[config.mk]
export PLATFORM = sky130hd
export DESIGN_NAME = measurement_frame_encoder
export DESIGN_NICKNAME = d
export VERILOG_FILES = /design/src/design/mfe_pkg.sv /design/src/design/mfe_cell.sv /design/src/design/measurement_frame_encoder.sv
export SDC_FILE = /design/constraint.sdc
export NUM_CORES = 1
export LEC_CHECK = 0
export BUFFER_PORTS_ARGS = -buffer_cell sky130_fd_sc_hd__clkbuf_2
export CAP_MARGIN = 20
export CORE_MARGIN = 5
export CORE_UTILIZATION = 50
export DETAILED_ROUTE_END_ITERATION = 8
export PLACE_DENSITY = 0.71
export SLEW_MARGIN = 20
export SYNTH_ARGS = -nofsm -noshare
export SYNTH_HDL_FRONTEND = slang
export SYNTH_HIERARCHICAL = 1
export SYNTH_SLANG_ARGS = --single-unit
[constraint.sdc]
create_clock -name clk -period 8 [get_ports clk]
set_input_delay 0.8 -clock clk [delete_from_list [all_inputs] [get_ports clk]]
set_output_delay 0.8 -clock clk [all_outputs]
set_load 0.03 [all_outputs]
[src/design/mfe_pkg.sv]
// mfe_pkg: shared types, constants and functions of the measurement frame encoder
// used by mfe_cell and measurement_frame_encoder; no dependencies

package mfe_pkg;

	localparam int unsigned WordsPerPoint = 6;
	localparam int unsigned BytesPerWord  = 5;
	localparam int unsigned DataBytes     = WordsPerPoint * BytesPerWord;
	localparam int unsigned GroupBits     = 7;

	localparam logic [7:0] GroupMask = 8'h7F;
	localparam logic [7:0] HighBit   = 8'h80;
	localparam logic [7:0] CheckInit = 8'b0100_0110;

	// one measurement point, fields in frame order (first field in the msbs)
	typedef struct packed {
		logic signed [31:0] fwd_re;
		logic signed [31:0] fwd_im;
		logic signed [31:0] refl_re;
		logic signed [31:0] refl_im;
		logic signed [31:0] thru_re;
		logic signed [31:0] thru_im;
	} point_t;

	// one byte of the outgoing frame
	typedef struct packed {
		logic [7:0] frame_byte;
		logic       frame_last;
	} frame_t;

	// contents of one cell of the byte row
	typedef struct packed {
		logic       vld;
		logic [7:0] data;
	} cell_t;

	// 7-bit group of a sign-extended word at an arithmetic shift of 7 * grp
	function automatic logic [6:0] group_bits(input logic [31:0] word, input logic [2:0] grp);
		logic [34:0] ext;
		logic [34:0] shifted;
		ext     = {{3{word[31]}}, word};
		shifted = ext >> (GroupBits * grp);
		return shifted[6:0];
	endfunction

	// running checksum step over one data byte
	function automatic logic [7:0] check_next(input logic [7:0] chk, input logic [7:0] data);
		return (chk ^ {chk[6:0], 1'b1}) ^ data;
	endfunction

endpackage

[src/design/mfe_cell.sv]
// mfe_cell: one byte cell of the frame row, loaded in parallel and shifted toward the head
// depends on mfe_pkg

module mfe_cell (
	input  logic          clk,
	input  logic          arst_n,
	input  logic          load,
	input  logic          shift,
	input  mfe_pkg::cell_t load_val,
	input  mfe_pkg::cell_t next,
	output mfe_pkg::cell_t cur
);

	logic       vld_q;
	logic [7:0] data_q;

	// occupancy flag
	always_ff @(posedge clk or negedge arst_n) begin
		if (!arst_n) begin
			vld_q <= 1'b0;
		end else if (load) begin
			vld_q <= load_val.vld;
		end else if (shift) begin
			vld_q <= next.vld;
		end
	end

	// byte payload
	always_ff @(posedge clk) begin
		if (load) begin
			data_q <= load_val.data;
		end else if (shift) begin
			data_q <= next.data;
		end
	end

	assign cur.vld  = vld_q;
	assign cur.data = data_q;

endmodule

[src/design/measurement_frame_encoder.sv]
// measurement_frame_encoder: top level, a row of byte cells with a serial checksum and output register
// depends on mfe_pkg and mfe_cell

// Each accepted point is split into 30 data bytes that load at once into a row
// of 30 byte cells; the row shifts one byte per cycle toward an output register
// while the output is not stalled and no checksum is pending, and a running
// checksum follows the bytes as they leave, going out as the 31st byte with
// frame_last set. The next point is taken in the same cycle that the last data
// byte leaves the row, so back-to-back points stream with no gap while
// frame_ready stays high.

module measurement_frame_encoder (
	input  logic            clk,
	input  logic            arst_n,
	input  logic            point_valid,
	output logic            point_ready,
	input  mfe_pkg::point_t point,
	output logic            frame_valid,
	input  logic            frame_ready,
	output mfe_pkg::frame_t frame
);

	localparam int unsigned NumCells = mfe_pkg::DataBytes;

	logic [mfe_pkg::WordsPerPoint-1:0][31:0] words;
	mfe_pkg::cell_t [NumCells-1:0] load_vals;
	mfe_pkg::cell_t [NumCells:0]   cells;

	logic            load;
	logic            shift;
	logic            src_valid;
	mfe_pkg::frame_t src;
	logic            adv;
	logic            take;

	logic            chk_pend_q;
	logic [7:0]      chk_q;
	logic            frame_valid_q;
	mfe_pkg::frame_t frame_q;

	// words in frame order
	assign words[0] = point.fwd_re;
	assign words[1] = point.fwd_im;
	assign words[2] = point.refl_re;
	assign words[3] = point.refl_im;
	assign words[4] = point.thru_re;
	assign words[5] = point.thru_im;

	// byte row, cell 0 at the head; the slot past the tail reads empty
	assign cells[NumCells] = '0;

	for (genvar k = 0; k < NumCells; k++) begin : g_cell
		localparam int unsigned WordIdx  = k / mfe_pkg::BytesPerWord;
		localparam int unsigned GroupIdx = k % mfe_pkg::BytesPerWord;
		localparam logic        SyncByte = (k == 0);

		// first byte keeps bit 7 clear as frame sync
		assign load_vals[k].vld  = 1'b1;
		assign load_vals[k].data = {~SyncByte,
			mfe_pkg::group_bits(words[WordIdx], GroupIdx[2:0])};

		mfe_cell u_cell (
			.clk      (clk),
			.arst_n   (arst_n),
			.load     (load),
			.shift    (shift),
			.load_val (load_vals[k]),
			.next     (cells[k+1]),
			.cur      (cells[k])
		);
	end

	// next byte for the output register: pending checksum goes first
	always_comb begin
		src_valid = chk_pend_q || cells[0].vld;
		if (chk_pend_q) begin
			src.frame_byte = chk_q | mfe_pkg::HighBit;
			src.frame_last = 1'b1;
		end else begin
			src.frame_byte = cells[0].data;
			src.frame_last = 1'b0;
		end
	end

	// handshake and row control
	assign adv         = !frame_valid_q || frame_ready;
	assign take        = adv && src_valid;
	assign shift       = take && !chk_pend_q;
	assign point_ready = !cells[0].vld || (shift && !cells[1].vld);
	assign load        = point_valid && point_ready;

	// running checksum, pending once the last data byte has left the row
	always_ff @(posedge clk or negedge arst_n) begin
		if (!arst_n) begin
			chk_pend_q <= 1'b0;
			chk_q      <= mfe_pkg::CheckInit;
		end else if (take && chk_pend_q) begin
			chk_pend_q <= 1'b0;
			chk_q      <= mfe_pkg::CheckInit;
		end else if (shift) begin
			chk_q <= mfe_pkg::check_next(chk_q, cells[0].data);
			if (!cells[1].vld) begin
				chk_pend_q <= 1'b1;
			end
		end
	end

	// output register flag
	always_ff @(posedge clk or negedge arst_n) begin
		if (!arst_n) begin
			frame_valid_q <= 1'b0;
		end else if (adv) begin
			frame_valid_q <= src_valid;
		end
	end

	// output register payload
	always_ff @(posedge clk) begin
		if (take) begin
			frame_q <= src;
		end
	end

	assign frame_valid = frame_valid_q;
	assign frame       = frame_q;

endmodule
==> results of run 1 <==
==> state kept, by name (all words and copies together), names as in the netlist <==
name	cells
chk_pend_q	1
chk_q	7
frame	9
frame_valid	1
g_cell.u_cell/data_q	240
g_cell.u_cell/vld_q	30
==> worst min path at each step <==
stage / slack, ns / endpoint
after detailed placement: 0.51 / frame[8]$_SDFFCE_PP1N_
after global routing: 0.45 / frame_valid$_DFFE_PN0P_
after CTS: 0.45 / frame_valid$_DFFE_PN0P_
after global placement: 0.51 / frame[8]$_SDFFCE_PP1N_
final: 0.40 / frame_valid$_DFFE_PN0P_
after floorplan: 0.46 / frame[0]$_DFFE_PN_
==> cell usage after synthesis (2+ instances only) <==
master | count | share of area, %
nor4_2 | 2 | 0.18
o211ai_1 | 3 | 0.16
mux2i_1 | 30 | 2.2
buf_6 | 33 | 2.7
nor2_1 | 7 | 0.19
or3_1 | 2 | 0.091
buf_4 | 31 | 1.7
o31ai_2 | 2 | 0.18
o21ai_0 | 34 | 1.2
or2_1 | 32 | 1.5
edfxtp_1 | 249 | 54
xnor2_1 | 3 | 0.19
nand2b_1 | 7 | 0.32
mux2_4 | 210 | 23
a211oi_2 | 3 | 0.27
xor2_1 | 3 | 0.19
a21oi_1 | 3 | 0.11
conb_1 | 2 | 0.055
nand2_1 | 31 | 0.84
dfrtp_1 | 36 | 6.5
nand4_1 | 3 | 0.14
mux2_2 | 30 | 2.5
mux2_1 | 7 | 0.57
dfstp_2 | 3 | 0.57
==> report_power, final <==
part | switching, mW | total (mW) | internal (mW)
registers | 0.312 | 3.08 | 2.77
clock network | 0.547 | 1.44 | 0.894
logic | 0.940 | 2.07 | 1.13
==> critical path: cells and delay by family (launching register included) <==
kind / cells / cell delay (ns)
DFF: 1 / 0.76
and+or+nand+nor: 2 / 1.13
AOI/OAI and AO/OA: 1 / 0.42
buffers and inverters: 1 / 0.70
==> final cells by class <==
type                       count  area share [%]
tap                          341            2.67
clock buffer                  32            4.88
sequential                   288            52.9
inverter                       1          0.0235
timing repair buffer         209            6.75
multi-input combinational    488            31.1
clock inverter                24            1.66
antenna                        1          0.0157
==> stage by stage <==
stage | instance area (sq um) | worst slack, ns
after floorplan | 14000 | 3.75
after global placement | 14900 | 4.48
after detailed placement | 14900 | 4.42
after CTS | 16000 | 4.53
after global routing | 16000 | 4.28
final | 16000 | 4.48
==> kinds of logic (layout without fill, tap and decap cells) <==
family,after synthesis,count (layout),share of synthesized area (%)
AO/OA/AOI/OAI,46,46,2.05
XOR/XNOR,6,6,0.382
buffers and inverters,66,266,4.45
AND/OR/NAND/NOR,90,90,3.57
flip-flops,288,288,61.4
other,2,70,0.0545
multiplexers,277,277,28.1
==> routing by layer <==
metal,vias up,GRT usage [%]
li1,3320,-
met1,3268,19.4
met2,175,26.0
met3,32,3.83
met4,4,3.48
met5,-,0
==> flow_metrics.py, run 1 <==
metrics = {
    "clock_tree": {
        "cts_made_buffers": 30,
        "insertion_delay_ns": 0.54,
        "cts_sinks": 288,
        "cts_resized": 0,
        "htree_levels": 1,
        "ctsLongestPathBuffers": 3,
        "clkTransAtPathRegs_ns": 0.06,
        "cts_tree": "yes",
        "cts_root_buffer": "clkbuf_16",
        "postCtsHoldBufs": 0,
        "cts_setup_buffers": 0,
    },
    "min_path": {
        "hold_path.class": "input pin to asynchronous set/reset pin",
    },
    "run": {
        "maxCapViolCount": 0,
    },
    "grt": {
        "grt_pass1_vias": 7265,
        "grt.overflow.total": 0,
        "grt_util_all_layers_pct": 15.1,
        "grt_pass1_wl_um": 37200,
        "grt_start_max_net_pins": 136,
        "antenna_found_initial": 4,
    },
    "detailed_routing": {
        "wl_per_cell_um": 17.2,
        "dr_wl_met2_um": 11900,
        "drc": 0,
        "finalWirelength_um": 23800,
        "drt-met1-wl_um": 9720,
        "drtPass1Iterations": 5,
        "highest_layer": "met5",
        "ant_nets": 0,
        "wl_met3_um": 1710,
        "drtIter0Drc": 389,
        "vias": 6799,
        "vias_per_cell": 4.91,
    },
    "worst_setup_path": {
        "arrival_ns": 3.71,
        "crit_required_ns": 8.19,
        "path_class": "flop to flop",
        "crit_path_start_kind": "flop",
        "reg2reg_from": "chk_pend_q$_DFFE_PN0P_",
        "r2r-end": "g_cell[22].u_cell/data_q[2]$_DFFE_PP_",
        "cp_slowest_cell": "dfrtp_1",
        "worst_r2r_path_depth": 4,
        "cpPeakStageDelay_ns": 0.76,
        "worstPathMaxFanout": 135,
        "critPathCapture": "g_cell[22].u_cell/data_q[2]$_DFFE_PP_",
        "crit_chain": "o31ai_2, and2_4, buf_12, or2_1",
        "r2r_setup_slack_ns": 4.48,
        "startpoint": "chk_pend_q$_DFFE_PN0P_",
        "end_kind": "flop",
    },
    "finish": {
        "fillers": 2062,
        "syn_to_final_growth_pct": 16.0,
        "mostFrequentLayoutCell": "edfxtp_1",
        "multi_input_area_sq_um": 4970,
        "drive_gt1_share_pct": 48.9,
        "fin_nets": 1214,
        "fin_cells": 1384,
        "final_cell_mix": "edfxtp_1, mux2_4, clkbuf_2",
        "fin_util_pct": 59.1,
        "seq_area_sq_um": 8460,
    },
    "timing": {
        "fin_crit_sh_pct": 43.9,
        "whs_ns": 0.399,
        "setup_violations": 0,
        "worst_slew_pin_slew_ns": 1.01,
        "final.setup_skew_ns": 0.0145,
        "slew_headroom_pct": 32.7,
        "rsz0062_at_grt": "no",
        "hold_violations": 0,
        "slew_viol_final": 0,
        "period_minus_slack_ns": 3.52,
        "setup-tns-final_ns": 0,
        "fmax_ghz": 0.284,
    },
    "place": {
        "dp.cells": 1327,
        "portBuffers": 206,
        "hpwl_um": 16600,
        "gp_congestion": 0.774,
    },
    "die": {
        "dieArea_sq_um": 31000,
        "ios": 207,
        "die_w_um": 176,
        "die_h_um": 176,
        "start_util_pct": 51.0,
        "core_area_sq_um": 27000,
        "floorplan.rows": 60,
    },
    "power_and_ir_drop": {
        "total_power_mw": 6.58,
        "power_density_nw_per_um2": 412,
        "irDropWorstVdd_uv": 232,
        "leakagePower_nw": 6.74,
    },
    "yosys": {
        "syn_area_per_cell_sq_um": 17.8,
        "synthCells": 775,
        "ys_ff_latch": 288,
        "synth_edf_count": 249,
        "syn_area_sq_um": 13800,
        "netlist-cell-type-count": 33,
        "ys_seq_area_share_pct": 61.4,
        "synthArstFlopShare_pct": 13.5,
        "ys_warn_count": 6,
        "synth_ff_type": "edfxtp_1",
    },
    "outcome": {
        "status": "complete, no violations",
    },
}
(Power assumes the default switching activity.)
==> run 2, diff against run 1 <==
--- a/config.mk
+++ b/config.mk
@@ -10,7 +10,7 @@
 export CORE_MARGIN = 5
 export CORE_UTILIZATION = 50
 export DETAILED_ROUTE_END_ITERATION = 8
-export PLACE_DENSITY = 0.71
+export PLACE_DENSITY = 0.74
 export SLEW_MARGIN = 20
 export SYNTH_ARGS = -nofsm -noshare
 export SYNTH_HDL_FRONTEND = slang
==> constraint.sdc (replaced) <==
create_clock -name clk -period 2.9 [get_ports clk]
set_input_delay 0.29 -clock clk [delete_from_list [all_inputs] [get_ports clk]]
set_output_delay 0.29 -clock clk [all_outputs]
set_load 0.03 [all_outputs]
==> flow_metrics.py, run 2 (synthesis gave the netlist of run 1 again) <==
metrics = {
    "clock_tree": {
        "cts_tree": "yes",
        "cts_resized": 0,
        "cts_setup_buffers": 0,
        "cts_root_buffer": "clkbuf_16",
        "ctsLongestPathBuffers": 3,
        "cts_sinks": 288,
        "htree_levels": 1,
        "clkTransAtPathRegs_ns": 0.06,
        "insertion_delay_ns": 0.55,
        "cts_made_buffers": 31,
    },
    "timing": {
        "slew_viol_final": 0,
        "fin_crit_sh_pct": 83.8,
        "worst_slew_pin_slew_ns": 0.928,
        "period_minus_slack_ns": 2.43,
        "setup-tns-final_ns": 0,
        "rsz0062_at_grt": "no",
        "slew_headroom_pct": 38.1,
        "fmax_ghz": 0.412,
        "hold_violations": 0,
        "setup_violations": 0,
        "final.setup_skew_ns": 0.0109,
    },
    "place": {
        "portBuffers": 206,
        "gp_congestion": 0.787,
        "hpwl_um": 17500,
        "dp.cells": 1345,
    },
    "finish": {
        "mostFrequentLayoutCell": "edfxtp_1",
        "drive_gt1_share_pct": 49.4,
        "syn_to_final_growth_pct": 16.8,
        "fin_nets": 1234,
        "final_cell_mix": "edfxtp_1, mux2_4, clkbuf_2",
        "regMostFlops": "g_cell.u_cell/data_q",
        "fin_cells": 1402,
        "seq_area_sq_um": 8460,
        "fillers": 2105,
        "largest_reg_flops": 240,
        "diodes": 0,
        "multi_input_area_sq_um": 4970,
    },
    "worst_setup_path": {
        "cp_slowest_cell": "nor2b_1",
        "r2r-end": "g_cell[24].u_cell/data_q[2]$_DFFE_PP_",
        "cpPeakStageDelay_ns": 0.63,
        "end_kind": "flop",
        "path_delay_family": "simple AND/OR/NAND/NOR gates",
        "crit_required_ns": 3.15,
        "crit_cells": 6,
        "worstPathMaxFanout": 24,
        "r2r_setup_slack_ns": 0.47,
        "crit_path_start_kind": "flop",
        "crit_chain": "nor2b_1, o31ai_2, and2_4, buf_12, buf_4, or2_1",
        "arrival_ns": 2.68,
        "startpoint": "frame_valid$_DFFE_PN0P_",
        "reg2reg_from": "frame_valid$_DFFE_PN0P_",
        "worst_r2r_path_depth": 6,
        "path_class": "flop to flop",
        "critical_path_buf_inv_count": 2,
        "critPathCapture": "g_cell[24].u_cell/data_q[2]$_DFFE_PP_",
    },
    "detailed_routing": {
        "drtIter0Drc": 358,
        "drc": 0,
        "wl_per_cell_um": 17.8,
        "drtPass1Iterations": 5,
        "ant_nets": 0,
        "finalWirelength_um": 24900,
        "vias": 7041,
        "vias_per_cell": 5.02,
    },
    "run": {
        "maxCapViolCount": 0,
    },
    "die": {
        "start_util_pct": 51.0,
        "core_area_sq_um": 27000,
        "die_h_um": 176,
        "floorplan.rows": 60,
        "ios": 207,
        "die_w_um": 176,
        "dieArea_sq_um": 31000,
    },
    "power_and_ir_drop": {
        "power_density_nw_per_um2": 1130,
        "leakagePower_nw": 6.80,
        "irDropWorstVdd_uv": 558,
    },
    "min_path": {
        "min_path_cells": 2,
        "hold_path.class": "input pin to flop",
    },
    "grt": {
        "grt_pass1_wl_um": 38200,
        "antenna_found_initial": 1,
        "grt_start_max_net_pins": 61,
        "grt.overflow.total": 0,
        "grt_util_all_layers_pct": 15.5,
        "grt_pass1_vias": 7385,
    },
    "outcome": {
        "status": "complete, no violations",
    },
}
## run 2: metal layers
layer  track usage (%)  part of all wire [%]  wire length, um
met5                 0                 0.028                7
met3              3.43                   6.0             1480
met2              26.9                    49            12300
met4              3.70                   2.1              527
met1              20.0                    42            10600
## run 2: how the worst min path moves through the flow
stage,startpoint,to,slack [ns]
floorplan,arst_n,chk_pend_q$_DFFE_PN0P_,-0.006
global placement,arst_n,chk_q[3]$_DFFE_PN0P_,0.50
detailed placement,arst_n,chk_pend_q$_DFFE_PN0P_,0.51
CTS,point[162],g_cell[0].u_cell/data_q[2]$_DFFE_PP_,0.005
global route,point[126],g_cell[14].u_cell/data_q[2]$_DFFE_PP_,0.02
finish,point[162],g_cell[0].u_cell/data_q[2]$_DFFE_PP_,0.04
## run 2: stage by stage
stage                     hold slack (ns)  total power [mW]  cell area, sq um  util, %  worst slack (ns)
final                              0.0377              18.1             16100     59.5             0.471
after global routing               0.0154              19.0             16100     59.5             0.321
after CTS                         0.00497              18.3             16100     59.5             0.487
after detailed placement            0.514              14.5             15100     55.9             0.491
after global placement              0.501              14.2             15100     55.9             0.539
after floorplan                  -0.00559              13.4             14000        -            0.0126
## run 2: repair_timing
action / 4_1_cts / 5_1_grt
endpoints found under the setup margin: 0 / 0
endpoints found under the hold margin: 36 / 0
hold buffers: 1 / 0
## run 2: cell type report
cell class              count  area share, %
well taps                 341           2.65
clock inverters             9          0.451
repair buffers            228           7.92
multi-input cells         488           30.9
clock buffers              47           5.51
flip-flops and latches    288           52.6
inverters                   1         0.0233
## run 2: power by group
part / switching [mW] / internal, mW
Clock: 1.53 / 2.18
Sequential: 0.919 / 7.64
Combinational: 2.63 / 3.20
Total: 5.08 / 13.0
## run 2: worst reg2reg max path, delay by kind of cell (launching register included)
kind / cells / cell delay (ns)
buf+inv: 2 / 0.39
compound gates: 1 / 0.12
flops: 1 / 0.36
simple gates: 3 / 1.27
